$ cat src/design/pidpi_pkg.sv
package pidpi_pkg;

	// configuration register indexes
	localparam logic [2:0] REG_LOOP_MODE      = 3'd0;
	localparam logic [2:0] REG_GAIN_P         = 3'd1;
	localparam logic [2:0] REG_GAIN_I         = 3'd2;
	localparam logic [2:0] REG_GAIN_D         = 3'd3;
	localparam logic [2:0] REG_OUTPUT_LIMIT   = 3'd4;
	localparam logic [2:0] REG_INTEGRAL_LIMIT = 3'd5;

	// loop modes and item operations
	localparam logic MODE_POSITIONAL  = 1'b0;
	localparam logic MODE_INCREMENTAL = 1'b1;
	localparam logic OP_UPDATE        = 1'b0;
	localparam logic OP_CLEAR         = 1'b1;

	// working width of the summed terms, wide enough for every sum
	localparam int SUM_W = 30;
	// gain fraction bits
	localparam int FRAC_W = 8;
	localparam logic [14:0] LIMIT_RESET = 15'h7fff;

	typedef struct packed {
		logic               operation;
		logic signed [15:0] setpoint;
		logic signed [15:0] feedback;
	} pidpi_in_t;

	typedef struct packed {
		logic signed [15:0] drive;
		logic               clamped;
	} pidpi_out_t;

	typedef struct packed {
		logic               loop_mode;
		logic signed [15:0] gain_p;
		logic signed [15:0] gain_i;
		logic signed [15:0] gain_d;
		logic        [14:0] output_limit;
		logic        [14:0] integral_limit;
	} pidpi_cfg_t;

	typedef struct packed {
		logic signed [16:0] err_last;
		logic signed [16:0] err_before;
		logic signed [15:0] integral_sum;
		logic signed [15:0] drive_held;
	} pidpi_state_t;

	typedef struct packed {
		logic signed [15:0] value;
		logic               hit;
	} pidpi_clamp_t;

	// symmetric magnitude clamp
	function automatic pidpi_clamp_t clamp_abs(input logic signed [SUM_W-1:0] v,
			input logic [14:0] lim);
		logic signed [SUM_W-1:0] pos_lim;
		logic signed [SUM_W-1:0] neg_lim;
		pidpi_clamp_t            r;
		pos_lim = $signed(SUM_W'({1'b0, lim}));
		neg_lim = -pos_lim;
		if (v > pos_lim) begin
			r.value = pos_lim[15:0];
			r.hit   = 1'b1;
		end else if (v < neg_lim) begin
			r.value = neg_lim[15:0];
			r.hit   = 1'b1;
		end else begin
			r.value = v[15:0];
			r.hit   = 1'b0;
		end
		return r;
	endfunction

endpackage

$ cat src/design/pidpi_core.sv
module pidpi_core
	import pidpi_pkg::*;
(
	input  pidpi_in_t    item,
	input  pidpi_cfg_t   cfg,
	input  pidpi_state_t state,
	output pidpi_out_t   result,
	output pidpi_state_t state_next
);

	logic signed [16:0]       err;
	logic signed [18:0]       err_ext;
	logic signed [18:0]       diff1;
	logic signed [18:0]       diff2;
	logic signed [18:0]       op_p;
	logic signed [18:0]       op_d;
	logic signed [34:0]       prod_p;
	logic signed [34:0]       prod_i;
	logic signed [34:0]       prod_d;
	logic signed [SUM_W-1:0]  term_p;
	logic signed [SUM_W-1:0]  term_i;
	logic signed [SUM_W-1:0]  term_d;
	logic signed [SUM_W-1:0]  integ_raw;
	logic signed [SUM_W-1:0]  sum;
	pidpi_clamp_t             integ_c;
	pidpi_clamp_t             drive_c;

	// error and its first and second differences
	assign err     = 17'(item.setpoint) - 17'(item.feedback);
	assign err_ext = 19'(err);
	assign diff1   = err_ext - 19'(state.err_last);
	assign diff2   = err_ext - (19'(state.err_last) <<< 1) + 19'(state.err_before);

	// the three gain multipliers, operands picked by mode
	assign op_p   = (cfg.loop_mode == MODE_INCREMENTAL) ? diff1 : err_ext;
	assign op_d   = (cfg.loop_mode == MODE_INCREMENTAL) ? diff2 : diff1;
	assign prod_p = cfg.gain_p * op_p;
	assign prod_i = cfg.gain_i * err_ext;
	assign prod_d = cfg.gain_d * op_d;

	// drop the gain fraction, rounding toward minus infinity
	assign term_p = SUM_W'(prod_p >>> FRAC_W);
	assign term_i = SUM_W'(prod_i >>> FRAC_W);
	assign term_d = SUM_W'(prod_d >>> FRAC_W);

	// integral accumulation with its own clamp
	assign integ_raw = SUM_W'(state.integral_sum) + term_i;
	assign integ_c   = clamp_abs(integ_raw, cfg.integral_limit);

	// controller sum for either mode
	always_comb begin
		if (cfg.loop_mode == MODE_INCREMENTAL) begin
			sum = SUM_W'(state.drive_held) + term_p + term_i + term_d;
		end else begin
			sum = term_p + SUM_W'(integ_c.value) + term_d;
		end
	end

	assign drive_c = clamp_abs(sum, cfg.output_limit);

	// result and next history
	always_comb begin
		if (item.operation == OP_CLEAR) begin
			result     = '0;
			state_next = '0;
		end else begin
			result.drive            = drive_c.value;
			result.clamped          = drive_c.hit;
			state_next.err_last     = err;
			state_next.err_before   = state.err_last;
			state_next.integral_sum = (cfg.loop_mode == MODE_POSITIONAL) ?
				integ_c.value : state.integral_sum;
			state_next.drive_held   = drive_c.value;
		end
	end

endmodule

$ cat src/design/pid_position_and_incremental_unit.sv
// PID controller, positional or incremental, one sample per beat. An update beat
// carries setpoint and feedback and returns one clamped drive value; a clear beat
// zeroes the error history, integral and held drive and returns zero. The unit
// takes one beat per cycle unless in_stall is high: a beat is registered on entry,
// then the error, the three gain multiplies, the sums and both clamps run on it
// and land in the output register once that is free or being emptied. Controller
// state updates with the output register, keeping back-to-back beats exact. The
// user must write configuration only when idle; the unit does not enforce this.
module pid_position_and_incremental_unit
	import pidpi_pkg::*;
(
	input  logic       clk,
	input  logic       arst_n,
	input  logic       cfg_write,
	input  logic [2:0] cfg_index,
	input  logic [15:0] cfg_data,
	input  logic       in_valid,
	output logic       in_stall,
	input  pidpi_in_t  in_data,
	output logic       out_valid,
	input  logic       out_stall,
	output pidpi_out_t out_data
);

	pidpi_cfg_t   cfg_q;
	pidpi_state_t state_q;
	pidpi_state_t state_next;
	pidpi_in_t    item_s1;
	logic         valid_s1;
	pidpi_out_t   result;
	pidpi_out_t   out_data_q;
	logic         out_valid_q;
	logic         advance;

	// configuration registers
	always_ff @(posedge clk or negedge arst_n) begin
		if (!arst_n) begin
			cfg_q.loop_mode      <= MODE_POSITIONAL;
			cfg_q.gain_p         <= '0;
			cfg_q.gain_i         <= '0;
			cfg_q.gain_d         <= '0;
			cfg_q.output_limit   <= LIMIT_RESET;
			cfg_q.integral_limit <= LIMIT_RESET;
		end else if (cfg_write) begin
			case (cfg_index)
				REG_LOOP_MODE:      cfg_q.loop_mode      <= cfg_data[0];
				REG_GAIN_P:         cfg_q.gain_p         <= cfg_data;
				REG_GAIN_I:         cfg_q.gain_i         <= cfg_data;
				REG_GAIN_D:         cfg_q.gain_d         <= cfg_data;
				REG_OUTPUT_LIMIT:   cfg_q.output_limit   <= cfg_data[14:0];
				REG_INTEGRAL_LIMIT: cfg_q.integral_limit <= cfg_data[14:0];
				default: begin
				end
			endcase
		end
	end

	// the input stage moves on when the output register is free or being emptied
	assign advance  = valid_s1 && (!out_valid_q || !out_stall);
	assign in_stall = valid_s1 && !advance;

	// input stage
	always_ff @(posedge clk or negedge arst_n) begin
		if (!arst_n) begin
			valid_s1 <= 1'b0;
		end else if (!in_stall) begin
			valid_s1 <= in_valid;
		end
	end

	always_ff @(posedge clk) begin
		if (in_valid && !in_stall) begin
			item_s1 <= in_data;
		end
	end

	pidpi_core u_core (
		.item       (item_s1),
		.cfg        (cfg_q),
		.state      (state_q),
		.result     (result),
		.state_next (state_next)
	);

	// controller history
	always_ff @(posedge clk or negedge arst_n) begin
		if (!arst_n) begin
			state_q <= '0;
		end else if (advance) begin
			state_q <= state_next;
		end
	end

	// output register
	always_ff @(posedge clk or negedge arst_n) begin
		if (!arst_n) begin
			out_valid_q <= 1'b0;
		end else if (advance) begin
			out_valid_q <= 1'b1;
		end else if (!out_stall) begin
			out_valid_q <= 1'b0;
		end
	end

	always_ff @(posedge clk) begin
		if (advance) begin
			out_data_q <= result;
		end
	end

	assign out_valid = out_valid_q;
	assign out_data  = out_data_q;

endmodule

$ cat config.mk
export PLATFORM = sky130hd
export DESIGN_NAME = pid_position_and_incremental_unit
export DESIGN_NICKNAME = d
export VERILOG_FILES = /design/src/design/pidpi_pkg.sv /design/src/design/pidpi_core.sv /design/src/design/pid_position_and_incremental_unit.sv
export SDC_FILE = /design/constraint.sdc
export NUM_CORES = 2
export LEC_CHECK = 0
export BUFFER_PORTS_ARGS = -buffer_cell sky130_fd_sc_hd__clkbuf_2
export CORE_MARGIN = 8
export CORE_UTILIZATION = 30
export DETAILED_ROUTE_END_ITERATION = 10
export GPL_TIMING_DRIVEN = 0
export MAX_ROUTING_LAYER = met4
export SYNTH_ARGS = -nofsm -noshare
export SYNTH_HDL_FRONTEND = slang
export SYNTH_SLANG_ARGS = --single-unit
$ cat constraint.sdc
create_clock -name clk -period 45 [get_ports clk]
set_input_delay 9 -clock clk [delete_from_list [all_inputs] [get_ports clk]]
set_output_delay 9 -clock clk [all_outputs]
set_load 0.1 [all_outputs]
==> reports/qor.txt <==
status - finished with violations
failing checks - capacitance limit, slew limit
r2r startpoint - item_s1[0]$_DFFE_PP_
largest family of logic cells by synthesized area - adder cells
Initial DRC Count - 3081
Hold Path Stages - 2
DRC Markers - 0
HP Start - state_q[32]$_DFFE_PN0P_
Layout Nets - 7272
vias in the first global route - 41300
Worst-path clk slew - 0.09 ns
TNS Setup - 0 ns
cell taking the most area after synthesis - fa_1
crit path launch type - flip-flop
remaining global-route overflow - 0
global-route wire length before repair - 248000 um
synthesized net count - 7169
die area - 186000 um2
Post-Route WL - 161000 um
Hold Buf Count CTS - 0
Yosys reg bits - 197
drt pass-1 iters - 5
count of different cell masters after synthesis - 104
DR vias - 40000
mapped cell area - 51600 um2
HPWL Detailed - 135000 um
dominant synthesized flop cell - dfrtp_1
Worst Path Arrival - 22.67 ns
ys async rst share - 0.746
routability cong. - 0.970
htree depth - 4
gr usage total - 0.178
Placed Cells incl. Taps - 8066
Final min period - 22.41 ns
Synth top area share - 0.366
top area cells in the synthesized netlist - fa_1 37%, ha_1 12%, inv_1 8.0%, dfrtp_1 5.7%, nand2_1 4.8%
CP max stage delay - 1.08 ns
post-CTS sizing - 0
Synth Area in Compound Gates - 0.101
utilization after layout - 0.325
FP Rows - 152
worst hold endpoint - state_q[32]$_DFFE_PN0P_
CP max FO - 11
Reg-to-Reg End - out_data[15]$_SDFFCE_PP0P_
Post-CTS Setup Inserts - 0
most frequent cells in the layout - 1103 x inv_1, 943 x fa_1, 658 x nand2_1
final cell count without fillers - 8115
fillers - 17800
commonest non-fill, non-tap cell in the layout - inv_1
yosys warns - 0
Max Cap Violations - 1
multi-input logic area - 41500 um2
vias per cell - 4.93
Avg WL per Cell - 19.8 um
reg2reg path depth - 72
post-synthesis sequential area ratio - 0.101
Max Clk Rate - 0.0446 GHz
Syn Area/Cell - 9.10 um2
Worst Tran Pin Value - 1.53 ns
fin area - 55700 um2
Die Ht - 431 um
unrepaired setup endpoints after global routing - false
XOR/XNOR Fraction of Synth Area - 0.0400
Syn-to-layout area delta - 7.93%
post-synthesis mux area share - 0.0259
Initial Util - 0.301
Ports - 76
largest net degree at the start of global routing - 84
Inserted Clock Buffers - 17
initial antenna violation count - 11
final setup vio count - 0
Adder-Cell Fraction of Synth Area - 0.486
slowest stage cell, crit path - nor2_1
Clock Tree Buf Depth - 2
headroom to the max-slew limit - -0.0262
core area - 171000 um2
final period utilization - 0.498
sequential cell area - 5220 um2
Gate Count Post-Synth - 5675
clock sinks - 197
Final Skew - 0.0180 ns
CTS Root Cell - clkbuf_16
Critical Path RT - 45.26 ns
Setup CP Type - flip-flop to flip-flop
most used cell, CP - o21ai_0
R2R setup slack - 22.59 ns
CTS tree - done
placed instance area - 55100 um2
Routed Antenna Nets - 0
clk_lat worst skew - 0.52 ns
Simple-Gate Fraction of Synth Area - 0.149
CP endpoint kind - flip-flop
Post-synth EDFFs - 50
Fin. Hold Viols - 0
layout cells sized above 1 - 0.0616
I/O Buffers - 74
max-slew violation count - 4
Hold Path Class - flip-flop to flip-flop
Die W - 431 um
[per-layer routing]
layer / part of all wire / GRT usage / routed length (um) / up-vias
li1: - / - / - / 18200
met1: 0.42 / 0.229 / 68200 / 20300
met2: 0.46 / 0.280 / 74600 / 1299
met3: 0.069 / 0.0314 / 11100 / 229
met4: 0.044 / 0.0684 / 7010 / 0
met5: 0 / - / 0 / -
[area by class of cell]
class / count / share of cell area
repair buffers: 84 / 0.00903
well taps: 2310 / 0.0519
clock inverters: 14 / 0.00276
flip-flops and latches: 197 / 0.0936
multi-input cells: 4158 / 0.744
clock buffers: 18 / 0.00808
inverters: 1108 / 0.0747
plain buffers: 212 / 0.0150
diodes: 14 / 0.000629
[cell families after synthesis]
group,Yosys count
muxes,121
and+or+nand+nor,1580
AOI/OAI and AO/OA,781
DFF,197
xor gates and xnor gates,236
buffers and inverters,1320
adders and majority gates,1440
[worst max path at each step]
stage | from | endpoint | depth (start not counted)
floorplan | out_stall | in_stall | 2
global placement | item_s1[16]$_DFFE_PP_ | out_data[15]$_SDFFCE_PP0P_ | 70
detailed placement | item_s1[0]$_DFFE_PP_ | out_data[15]$_SDFFCE_PP0P_ | 72
CTS | item_s1[0]$_DFFE_PP_ | out_data[15]$_SDFFCE_PP0P_ | 72
global route | item_s1[1]$_DFFE_PP_ | state_q[14]$_DFFE_PN0P_ | 73
finish | item_s1[0]$_DFFE_PP_ | out_data[15]$_SDFFCE_PP0P_ | 72
[state kept, by name (all words and copies together) (netlist names)]
name       count
cfg_q         79
item_s1       33
out_data      17
out_valid      1
state_q       66
valid_s1       1
[worst max-delay path: cells and delay by family (launching register included)]
kind / cells / cell delay, ns
adders and majority gates: 14 / 6.10
buffers and inverters: 5 / 1.84
and+or+nand+nor: 14 / 3.77
AOI/OAI and AO/OA: 38 / 9.67
muxes: 1 / 0.35
DFF: 1 / 0.38
[cells in the mapped netlist (27+ instances only)]
master	number
nor3_1	72
inv_1	1103
and2_1	332
nand3_1	46
nand2b_1	39
or2_2	36
nor2b_1	62
fa_1	943
a31oi_1	32
nand2_1	658
xnor2_1	185
edfxtp_1	50
a21o_1	76
dfstp_2	30
o31ai_1	28
and3_1	32
xor2_1	51
o21a_1	50
o21ai_0	177
nor2_1	214
mux2_2	101
a211oi_1	27
clkbuf_1	176
dfrtp_1	117
a21oi_1	173
ha_1	494
[stage by stage]
stage | worst slack [ns] | hold WS [ns]
3_5_place_dp | 22.80 | 0.483
4_1_cts | 22.76 | 0.500
6_report | 22.59 | 0.500
5_1_grt | 21.10 | 0.536
2_1_floorplan | 26.26 | 0.449
3_3_place_gp | 21.13 | 0.468
Power is not shown: default switching activity piles up to over one toggle a cycle in this logic, so the estimate is an artifact.
